--- config.mk ---
export PLATFORM = sky130hd
export DESIGN_NAME = debugger_command_line_filter_core
export DESIGN_NICKNAME = d
export VERILOG_FILES = /design/src/hdl/dclf_pkg.sv /design/src/hdl/dclf_in_reg.sv /design/src/hdl/dclf_engine.sv /design/src/hdl/dclf_out_reg.sv /design/src/hdl/debugger_command_line_filter_core.sv
export SDC_FILE = /design/constraint.sdc
export NUM_CORES = 1
export LEC_CHECK = 0
export BUFFER_PORTS_ARGS = -buffer_cell sky130_fd_sc_hd__clkbuf_2
export CORE_MARGIN = 3
export CORE_UTILIZATION = 50
export CTS_CLUSTER_SIZE = 25
export DETAILED_ROUTE_END_ITERATION = 6
export PLACE_DENSITY = 0.67
export SLEW_MARGIN = 20
export SYNTH_ARGS = -nofsm -noshare
export SYNTH_HDL_FRONTEND = slang
export SYNTH_SLANG_ARGS = --single-unit
export TNS_END_PERCENT = 100
--- constraint.sdc ---
create_clock -name clk -period 7.5 [get_ports clk]
set_input_delay 0.375 -clock clk [delete_from_list [all_inputs] [get_ports clk]]
set_output_delay 0.375 -clock clk [all_outputs]
set_load 0.02 [all_outputs]
--- src/hdl/dclf_pkg.sv ---
// shared types, constants and lookup tables for the command line filter
// no dependencies; used through scoped names by every module of the block except dclf_checker
package dclf_pkg;

	typedef enum logic [2:0] {
		PH_DIGIT = 3'd0,
		PH_SPACE = 3'd1,
		PH_WORD  = 3'd2,
		PH_SCAN  = 3'd3,
		PH_REST  = 3'd4
	} phase_t;

	localparam int NAME_COUNT = 5;
	localparam int HISTORY    = 5;
	localparam int PREFIX_LEN = 17;
	localparam int WLEN_W     = 5;
	localparam int SCNT_W     = 3;

	localparam logic [7:0] CH_NL   = 8'h0A;
	localparam logic [7:0] CH_TAB  = 8'h09;
	localparam logic [7:0] CH_CR   = 8'h0D;
	localparam logic [7:0] CH_SP   = 8'h20;
	localparam logic [7:0] CH_BANG = 8'h21;
	localparam logic [7:0] CH_BAR  = 8'h7C;
	localparam logic [7:0] CH_ZERO = 8'h30;
	localparam logic [7:0] CH_NINE = 8'h39;

	// shell, pipe, python, guile, make; padded to eight bytes
	localparam logic [7:0] NAME_TAB [NAME_COUNT][8] = '{
		'{8'h73, 8'h68, 8'h65, 8'h6C, 8'h6C, 8'h00, 8'h00, 8'h00},
		'{8'h70, 8'h69, 8'h70, 8'h65, 8'h00, 8'h00, 8'h00, 8'h00},
		'{8'h70, 8'h79, 8'h74, 8'h68, 8'h6F, 8'h6E, 8'h00, 8'h00},
		'{8'h67, 8'h75, 8'h69, 8'h6C, 8'h65, 8'h00, 8'h00, 8'h00},
		'{8'h6D, 8'h61, 8'h6B, 8'h65, 8'h00, 8'h00, 8'h00, 8'h00}
	};

	localparam logic [2:0] NAME_LEN [NAME_COUNT] = '{3'd5, 3'd4, 3'd6, 3'd5, 3'd4};

	// -interpreter-exec
	localparam logic [7:0] PREFIX_TAB [PREFIX_LEN] = '{
		8'h2D, 8'h69, 8'h6E, 8'h74, 8'h65, 8'h72, 8'h70, 8'h72, 8'h65,
		8'h74, 8'h65, 8'h72, 8'h2D, 8'h65, 8'h78, 8'h65, 8'h63
	};

	typedef struct packed {
		logic       valid;
		logic [7:0] data;
		logic       last;
	} byte_stage_t;

	typedef struct packed {
		logic push;
		logic blocked;
	} result_t;

endpackage

--- src/hdl/dclf_in_reg.sv ---
// input register stage: holds one accepted byte until the filter engine takes it
// depends on dclf_pkg
module dclf_in_reg (
	input  logic                  clk,
	input  logic                  arst_n,
	input  logic                  in_valid,
	output logic                  in_ready,
	input  logic [7:0]            data_byte,
	input  logic                  last_byte,
	input  logic                  step,
	output dclf_pkg::byte_stage_t stage_s1
);

	logic       valid_s1;
	logic [7:0] data_s1;
	logic       last_s1;

	assign in_ready = !valid_s1 || step;

	always_ff @(posedge clk or negedge arst_n) begin
		if (!arst_n) begin
			valid_s1 <= 1'b0;
		end else if (in_ready) begin
			valid_s1 <= in_valid;
		end
	end

	always_ff @(posedge clk) begin
		if (in_valid && in_ready) begin
			data_s1 <= data_byte;
			last_s1 <= last_byte;
		end
	end

	assign stage_s1.valid = valid_s1;
	assign stage_s1.data  = data_s1;
	assign stage_s1.last  = last_s1;

endmodule

--- src/hdl/dclf_engine.sv ---
// per-line filter state and the combinational byte decision
// depends on dclf_pkg
module dclf_engine (
	input  logic                  clk,
	input  logic                  arst_n,
	input  logic                  step,
	input  dclf_pkg::byte_stage_t stage_s1,
	input  logic                  bypass,
	output dclf_pkg::result_t     res
);

	dclf_pkg::phase_t                phase_q, phase_d;
	logic [dclf_pkg::NAME_COUNT-1:0] name_alive_q, name_alive_d;
	logic [dclf_pkg::WLEN_W-1:0]     word_len_q, word_len_d;
	logic                            prefix_alive_q, prefix_alive_d;
	logic [7:0]                      recent_q [dclf_pkg::HISTORY];
	logic [7:0]                      recent_d [dclf_pkg::HISTORY];
	logic [dclf_pkg::SCNT_W-1:0]     scan_cnt_q, scan_cnt_d;
	logic                            hit_q, hit_d;
	logic                            blocked_d;

	always_comb begin
		logic [7:0] b;
		logic       is_blank;
		logic       is_digit;
		logic       is_flag;
		logic       word_go;
		logic       scan_go;
		logic       m;
		int         n;

		b        = stage_s1.data;
		is_blank = (b == dclf_pkg::CH_SP) || (b == dclf_pkg::CH_TAB);
		is_digit = (b >= dclf_pkg::CH_ZERO) && (b <= dclf_pkg::CH_NINE);
		is_flag  = (b == dclf_pkg::CH_BANG) || (b == dclf_pkg::CH_BAR);
		word_go  = 1'b0;
		scan_go  = 1'b0;
		m        = 1'b0;
		n        = 0;

		phase_d        = phase_q;
		name_alive_d   = name_alive_q;
		word_len_d     = word_len_q;
		prefix_alive_d = prefix_alive_q;
		recent_d       = recent_q;
		scan_cnt_d     = scan_cnt_q;
		hit_d          = hit_q;

		if (b != dclf_pkg::CH_NL) begin
			case (phase_q)
				dclf_pkg::PH_DIGIT, dclf_pkg::PH_SPACE: begin
					if (phase_q == dclf_pkg::PH_DIGIT && is_digit) begin
						phase_d = dclf_pkg::PH_DIGIT;
					end else if (is_blank) begin
						phase_d = dclf_pkg::PH_SPACE;
					end else if (is_flag) begin
						hit_d   = 1'b1;
						phase_d = dclf_pkg::PH_REST;
					end else begin
						phase_d = dclf_pkg::PH_WORD;
						word_go = 1'b1;
					end
				end
				dclf_pkg::PH_WORD: word_go = 1'b1;
				dclf_pkg::PH_SCAN: scan_go = 1'b1;
				default: ;
			endcase
		end

		if (word_go) begin
			if (is_blank || b == dclf_pkg::CH_CR) begin
				// word closed by a separator
				if (word_len_q >= 5'd2 && |name_alive_q)
					hit_d = 1'b1;
				phase_d = dclf_pkg::PH_REST;
			end else begin
				for (int d = 0; d < dclf_pkg::NAME_COUNT; d++) begin
					if (word_len_q < {2'b00, dclf_pkg::NAME_LEN[d]} &&
					    b != dclf_pkg::NAME_TAB[d][word_len_q[2:0]])
						name_alive_d[d] = 1'b0;
				end
				if (word_len_q < dclf_pkg::WLEN_W'(dclf_pkg::PREFIX_LEN) &&
				    b != dclf_pkg::PREFIX_TAB[word_len_q])
					prefix_alive_d = 1'b0;
				if (word_len_q != {dclf_pkg::WLEN_W{1'b1}})
					word_len_d = word_len_q + 5'd1;
				if (prefix_alive_d && word_len_d == dclf_pkg::WLEN_W'(dclf_pkg::PREFIX_LEN)) begin
					phase_d    = dclf_pkg::PH_SCAN;
					scan_cnt_d = '0;
					for (int i = 0; i < dclf_pkg::HISTORY; i++)
						recent_d[i] = 8'h00;
				end
			end
		end

		if (scan_go) begin
			if (is_flag)
				hit_d = 1'b1;
			// a name completes when its last byte arrives after the rest in history
			for (int d = 0; d < dclf_pkg::NAME_COUNT; d++) begin
				n = int'(dclf_pkg::NAME_LEN[d]);
				m = (scan_cnt_q >= dclf_pkg::SCNT_W'(n - 1)) &&
				    (b == dclf_pkg::NAME_TAB[d][3'(n - 1)]);
				for (int i = 0; i < dclf_pkg::HISTORY; i++) begin
					if (i < n - 1 && recent_q[i] != dclf_pkg::NAME_TAB[d][3'(n - 2 - i)])
						m = 1'b0;
				end
				if (m)
					hit_d = 1'b1;
			end
			recent_d[0] = b;
			for (int i = 1; i < dclf_pkg::HISTORY; i++)
				recent_d[i] = recent_q[i-1];
			if (scan_cnt_q != {dclf_pkg::SCNT_W{1'b1}})
				scan_cnt_d = scan_cnt_q + 3'd1;
		end

		// end of line: judge an open first word, then restart the line
		if (b == dclf_pkg::CH_NL || stage_s1.last) begin
			if (phase_d == dclf_pkg::PH_WORD && word_len_d >= 5'd2 && |name_alive_d)
				hit_d = 1'b1;
			phase_d        = dclf_pkg::PH_DIGIT;
			name_alive_d   = '1;
			word_len_d     = '0;
			prefix_alive_d = 1'b1;
			scan_cnt_d     = '0;
			for (int i = 0; i < dclf_pkg::HISTORY; i++)
				recent_d[i] = 8'h00;
		end

		blocked_d = hit_d && !bypass;
		if (stage_s1.last)
			hit_d = 1'b0;
	end

	always_ff @(posedge clk or negedge arst_n) begin
		if (!arst_n) begin
			phase_q        <= dclf_pkg::PH_DIGIT;
			name_alive_q   <= '1;
			word_len_q     <= '0;
			prefix_alive_q <= 1'b1;
			scan_cnt_q     <= '0;
			hit_q          <= 1'b0;
			for (int i = 0; i < dclf_pkg::HISTORY; i++)
				recent_q[i] <= 8'h00;
		end else if (step) begin
			phase_q        <= phase_d;
			name_alive_q   <= name_alive_d;
			word_len_q     <= word_len_d;
			prefix_alive_q <= prefix_alive_d;
			scan_cnt_q     <= scan_cnt_d;
			hit_q          <= hit_d;
			recent_q       <= recent_d;
		end
	end

	assign res.push    = step && stage_s1.last;
	assign res.blocked = blocked_d;

endmodule

--- src/hdl/dclf_out_reg.sv ---
// output register: holds the buffer verdict until the receiver takes it
// depends on dclf_pkg
module dclf_out_reg (
	input  logic              clk,
	input  logic              arst_n,
	input  dclf_pkg::result_t res,
	output logic              out_free,
	output logic              out_valid,
	input  logic              out_ready,
	output logic              blocked
);

	logic valid_q;
	logic blocked_q;

	assign out_free = !valid_q || out_ready;

	always_ff @(posedge clk or negedge arst_n) begin
		if (!arst_n) begin
			valid_q <= 1'b0;
		end else if (out_free) begin
			valid_q <= res.push;
		end
	end

	always_ff @(posedge clk) begin
		if (res.push)
			blocked_q <= res.blocked;
	end

	assign out_valid = valid_q;
	assign blocked   = blocked_q;

endmodule

--- src/hdl/debugger_command_line_filter_core.sv ---
// command line filter: splits a byte stream into lines and flags shell-escape commands
// top level; depends on dclf_pkg, dclf_in_reg, dclf_engine, dclf_out_reg
//
// usage
//   in_valid/in_ready carries data_byte and last_byte, one byte per transfer; a buffer
//   is any run of bytes closed by a byte with last_byte set.
//   out_valid/out_ready carries blocked, one transfer per buffer, issued for its last
//   byte: 1 when some line would run code and the bypass register is clear.
//   cfg_we/cfg_wdata write the bypass register; write it only while no
//   buffer is in flight.
// throughput and path
//   one byte per cycle sustained, but a last byte waits in the input register while
//   the output register holds an untaken verdict. the line state update lies between
//   the input register and the output register, which shows the verdict on out_valid.
// reset
//   arst_n clears the line state, the buffer flag and the bypass register and
//   empties both register stages.
// stall
//   while a verdict waits, bytes without last_byte still flow; a further last byte
//   waits in the input register and in_ready drops until out_ready frees the output.
module debugger_command_line_filter_core (
	input  logic       clk,
	input  logic       arst_n,
	input  logic       cfg_we,
	input  logic       cfg_wdata,
	input  logic       in_valid,
	output logic       in_ready,
	input  logic [7:0] data_byte,
	input  logic       last_byte,
	output logic       out_valid,
	input  logic       out_ready,
	output logic       blocked
);

	dclf_pkg::byte_stage_t stage_s1;
	dclf_pkg::result_t     res;
	logic                  out_free;
	logic                  step;
	logic                  bypass_q;

	always_ff @(posedge clk or negedge arst_n) begin
		if (!arst_n) begin
			bypass_q <= 1'b0;
		end else if (cfg_we) begin
			bypass_q <= cfg_wdata;
		end
	end

	// a last byte only moves on when the output register can take its verdict
	assign step = stage_s1.valid && (!stage_s1.last || out_free);

	dclf_in_reg u_in_reg (
		.clk       (clk),
		.arst_n    (arst_n),
		.in_valid  (in_valid),
		.in_ready  (in_ready),
		.data_byte (data_byte),
		.last_byte (last_byte),
		.step      (step),
		.stage_s1  (stage_s1)
	);

	dclf_engine u_engine (
		.clk      (clk),
		.arst_n   (arst_n),
		.step     (step),
		.stage_s1 (stage_s1),
		.bypass   (bypass_q),
		.res      (res)
	);

	dclf_out_reg u_out_reg (
		.clk       (clk),
		.arst_n    (arst_n),
		.res       (res),
		.out_free  (out_free),
		.out_valid (out_valid),
		.out_ready (out_ready),
		.blocked   (blocked)
	);

endmodule

==> impl_metrics.json <==
{
  "reg2reg_slack_ps": 3590,
  "path_class": "reg2reg",
  "slew_viol_final": 0,
  "synth.top_cell.area_share_pct": 30.40,
  "status": "finished, final reports clean",
  "tightest_slew_ps": 860.2,
  "reg2reg_from": "u_engine.word_len_q[0]",
  "endpoint": "u_engine.recent_q[20]",
  "routed-via-count": 3835,
  "slew_headroom_pct": 42.12,
  "slowest_stage": "dfrtp_1",
  "irDropWorstVdd_v": 0.0001185,
  "power-per-cell-area_nw_per_um2": 220.1,
  "grt_pass1_vias": 3405,
  "worstPathRequired_ps": 7740,
  "hold_slack_ps": 148.0,
  "nets": 487,
  "cp_num_buf_inv": 2,
  "cts_resized": 0,
  "clk_path_buf_depth": 2,
  "cts-root-buf": "clkbuf_8",
  "post_cts_buffers": 0,
  "cp-startpoint": "u_engine.word_len_q[0]",
  "rsz0062_at_grt": "false",
  "grt_use_total_pct": 21.83,
  "io_buffers": 17,
  "fp.dieH_um": 101.2,
  "ys_warn_count": 0,
  "postCtsHoldBufs": 0,
  "grt-ovfl-total": 0,
  "dp_hpwl_mm": 7.232,
  "synth_cells": 470,
  "yosysTopAreaCell": "dfrtp_1",
  "p_leak_nw": 1.957,
  "grt_antenna_before_repair": 0,
  "clkSinkCount": 71,
  "dpl.cell_count": 556,
  "min_path_type": "in2async",
  "synth.net_count": 497,
  "ant_nets": 0,
  "routed_wl_mm": 10.68,
  "area_delta_synth_final_pct": 7.046,
  "syn_area_per_cell_um2": 9.634,
  "crit_path_end_kind": "flip-flop",
  "drv_cap": 0,
  "gp_congestion": 0.8738,
  "seqCellArea_um2": 1834,
  "critPathArrivalTime_ps": 4150,
  "final_util_pct": 55.31,
  "timing.final.crit_share_pct": 52.13,
  "multi_input_area_um2": 2422,
  "num_rows": 34,
  "ys.flop_type": "dfrtp_1",
  "die_w_um": 101.2,
  "final_area_um2": 4847,
  "boundaryPins": 18,
  "yosysSeqAreaShare_pct": 40.51,
  "clkTransAtPathRegs_ps": 80,
  "drive_gt1_share_pct": 12.04,
  "core-area_um2": 8763,
  "crit_path_cell_trace": "inv_1 -> ha_1 -> mux4_2 -> xor2_1 -> or4_1 -> a311o_1 -> a21boi_2 -> o211ai_4 -> buf_16 -> a32o_1",
  "setup_viol": 0,
  "crit_fanout": 32,
  "grt_pass1_wl_mm": 17.79,
  "synthTopCellsByArea": "dfrtp_1 (30%), a32o_1 (9.7%), edfxtp_1 (6.6%)",
  "fillers": 800,
  "vias_per_cell": 6.693,
  "layout.cells.non_filler": 573,
  "cts_tree": "yes",
  "synthArstFlopShare_pct": 85.92,
  "start_util_pct": 51.67,
  "fmax_ghz": 0.2558,
  "clock_skew_ps": 10.98,
  "synth-edff-count": 10,
  "synthesis.area_um2": 4528,
  "drc": 0,
  "cp_top_family": "compound AO/OA/AOI/OAI gates",
  "start_kind": "flip-flop",
  "worstSkewPairLatency_ps": 350,
  "period_needed_ps": 3910,
  "crit_cells": 10,
  "r2r_cells": 10,
  "placed_area_um2": 4581,
  "synth_cell_types": 72,
  "ys_ff_latch": 71,
  "num_antenna_cells": 0,
  "drt_pass1_iterations": 6,
  "grt_max_degree": 62,
  "setup-tns-final_ps": 0,
  "wl_per_cell_um": 18.64,
  "final-hold-violation-count": 0,
  "slowest_delay_ps": 810,
  "htreeDepth": 3,
  "die_area_um2": 10230,
  "reg2reg_to": "u_engine.recent_q[20]",
  "drtIter0Drc": 348,
  "cts-buffers-inserted": 9
}
==> state kept, by name, summed over array words and instances (netlist names) <==
name	count
bypass_q	1
u_engine.name_alive_q	5
u_out_reg.out_valid	1
u_out_reg.blocked	1
u_engine.phase_q	3
u_in_reg.valid_s1	1
u_in_reg.last_s1	1
u_engine.recent_q	40
u_engine.hit_q	1
u_engine.word_len_q	5
u_engine.prefix_alive_q	1
u_in_reg.data_s1	8
u_engine.scan_cnt_q	3
==> routing by layer <==
metal / share of wire (%) / wire length, um / track usage, %
met3: 5.3 / 564 / 3.926
met4: 1.1 / 119 / 5.726
met1: 50 / 5289 / 34.67
met5: 0 / 0 / 0
met2: 44 / 4708 / 30.48
==> cells by family (layout without fill, tap and decap cells) <==
family | Yosys count | after routing | share of synthesized area (%)
compound gates | 139 | 139 | 24.87
fa+ha+maj | 12 | 12 | 3.316
buf+inv | 62 | 57 | 6.051
simple gates | 162 | 162 | 19.89
flops | 71 | 71 | 40.51
mux | 5 | 5 | 1.685
xor+xnor | 19 | 19 | 3.675
==> power by group <==
group	internal (mW)	switching, mW	leakage [nW]
clock	0.199	0.157	0.122
combinational	0.102	0.149	0.918
sequential	0.417	0.0434	0.918
==> worst register-to-register path, stage by stage, from the launching register on <==
cell and delay [ps]:
dfrtp_1 810, inv_1 190, ha_1 350, mux4_2 540, xor2_1 160, or4_1 420
a311o_1 420, a21boi_2 200, o211ai_4 200, buf_16 250, a32o_1 260
==> layout make-up <==
cell class | instances | share of cell area, %
Multi-Input combinational cell | 337 | 49.97
Sequential cell | 71 | 37.84
Clock buffer | 11 | 3.588
Timing Repair Buffer | 22 | 2.943
Tap cell | 108 | 2.788
Inverter | 19 | 1.523
Clock inverter | 5 | 1.342
==> synth_stat cells, types with 4 or more instances <==
| library cell | n |
|---|---|
| nand2_1 | 34 |
| a32o_1 | 44 |
| a21oi_1 | 18 |
| nor2_1 | 30 |
| nor3_1 | 6 |
| o21ai_0 | 14 |
| nor4b_1 | 10 |
| nor4bb_1 | 6 |
| nand2b_1 | 6 |
| clkbuf_1 | 34 |
| a31oi_1 | 5 |
| a41oi_1 | 6 |
| nand4_1 | 14 |
| ha_1 | 12 |
| buf_6 | 5 |
| dfrtp_1 | 55 |
| nand3_1 | 15 |
| dfstp_2 | 6 |
| o31ai_1 | 6 |
| xor2_1 | 10 |
| edfxtp_1 | 10 |
| o41ai_1 | 4 |
| nor4_1 | 8 |
| and3_1 | 4 |
| xnor2_1 | 9 |
| inv_1 | 16 |
| nor2b_1 | 10 |
==> cells in the final DEF (no fill, tap or decap), types with 3 or more instances in the layout <==
| cell type | instances |
|---|---|
| nor2_1 | 30 |
| a32o_1 | 44 |
| nor4b_1 | 10 |
| o41ai_1 | 4 |
| xnor2_1 | 9 |
| nand2b_1 | 6 |
| a2111oi_0 | 3 |
| dfstp_2 | 6 |
| nor2b_1 | 9 |
| o211ai_1 | 3 |
| o22ai_1 | 3 |
| nand2_1 | 34 |
| clkbuf_2 | 17 |
| buf_4 | 4 |
| nor4bb_1 | 6 |
| o21ai_0 | 14 |
| o21a_1 | 3 |
| nand4_1 | 14 |
| xor2_1 | 10 |
| inv_1 | 16 |
| ha_1 | 12 |
| nor4_1 | 8 |
| inv_6 | 4 |
| and2_1 | 3 |
| dfrtp_1 | 55 |
| nand3b_1 | 3 |
| nor3_1 | 6 |
| nand3_1 | 15 |
| a21oi_1 | 18 |
| edfxtp_1 | 10 |
| a21o_1 | 3 |
| a31oi_1 | 5 |
| o31ai_1 | 6 |
| clkbuf_8 | 9 |
| a41oi_1 | 6 |
| and3_1 | 4 |
==> how the worst min path moves through the flow <==
stage	start	end	slack (ps)
2_1_floorplan	arst_n	bypass_q	80
3_3_place_gp	u_engine.prefix_alive_q	u_engine.prefix_alive_q	460
3_5_place_dp	u_engine.prefix_alive_q	u_engine.prefix_alive_q	460
4_1_cts	data_byte[4]	u_in_reg.data_s1[4]	190
5_1_grt	data_byte[4]	u_in_reg.data_s1[4]	180
6_report	arst_n	u_engine.word_len_q[1]	150
==> per-stage QoR <==
step	total power, mW	setup WS, ps
after floorplan	0.6513	3786
after CTS	1.065	3533
after detailed placement	0.7100	3561
after global placement	0.7053	3636
final	1.067	3590
after global routing	1.124	3411
No activity file was read; power rests on OpenSTA's default activity.
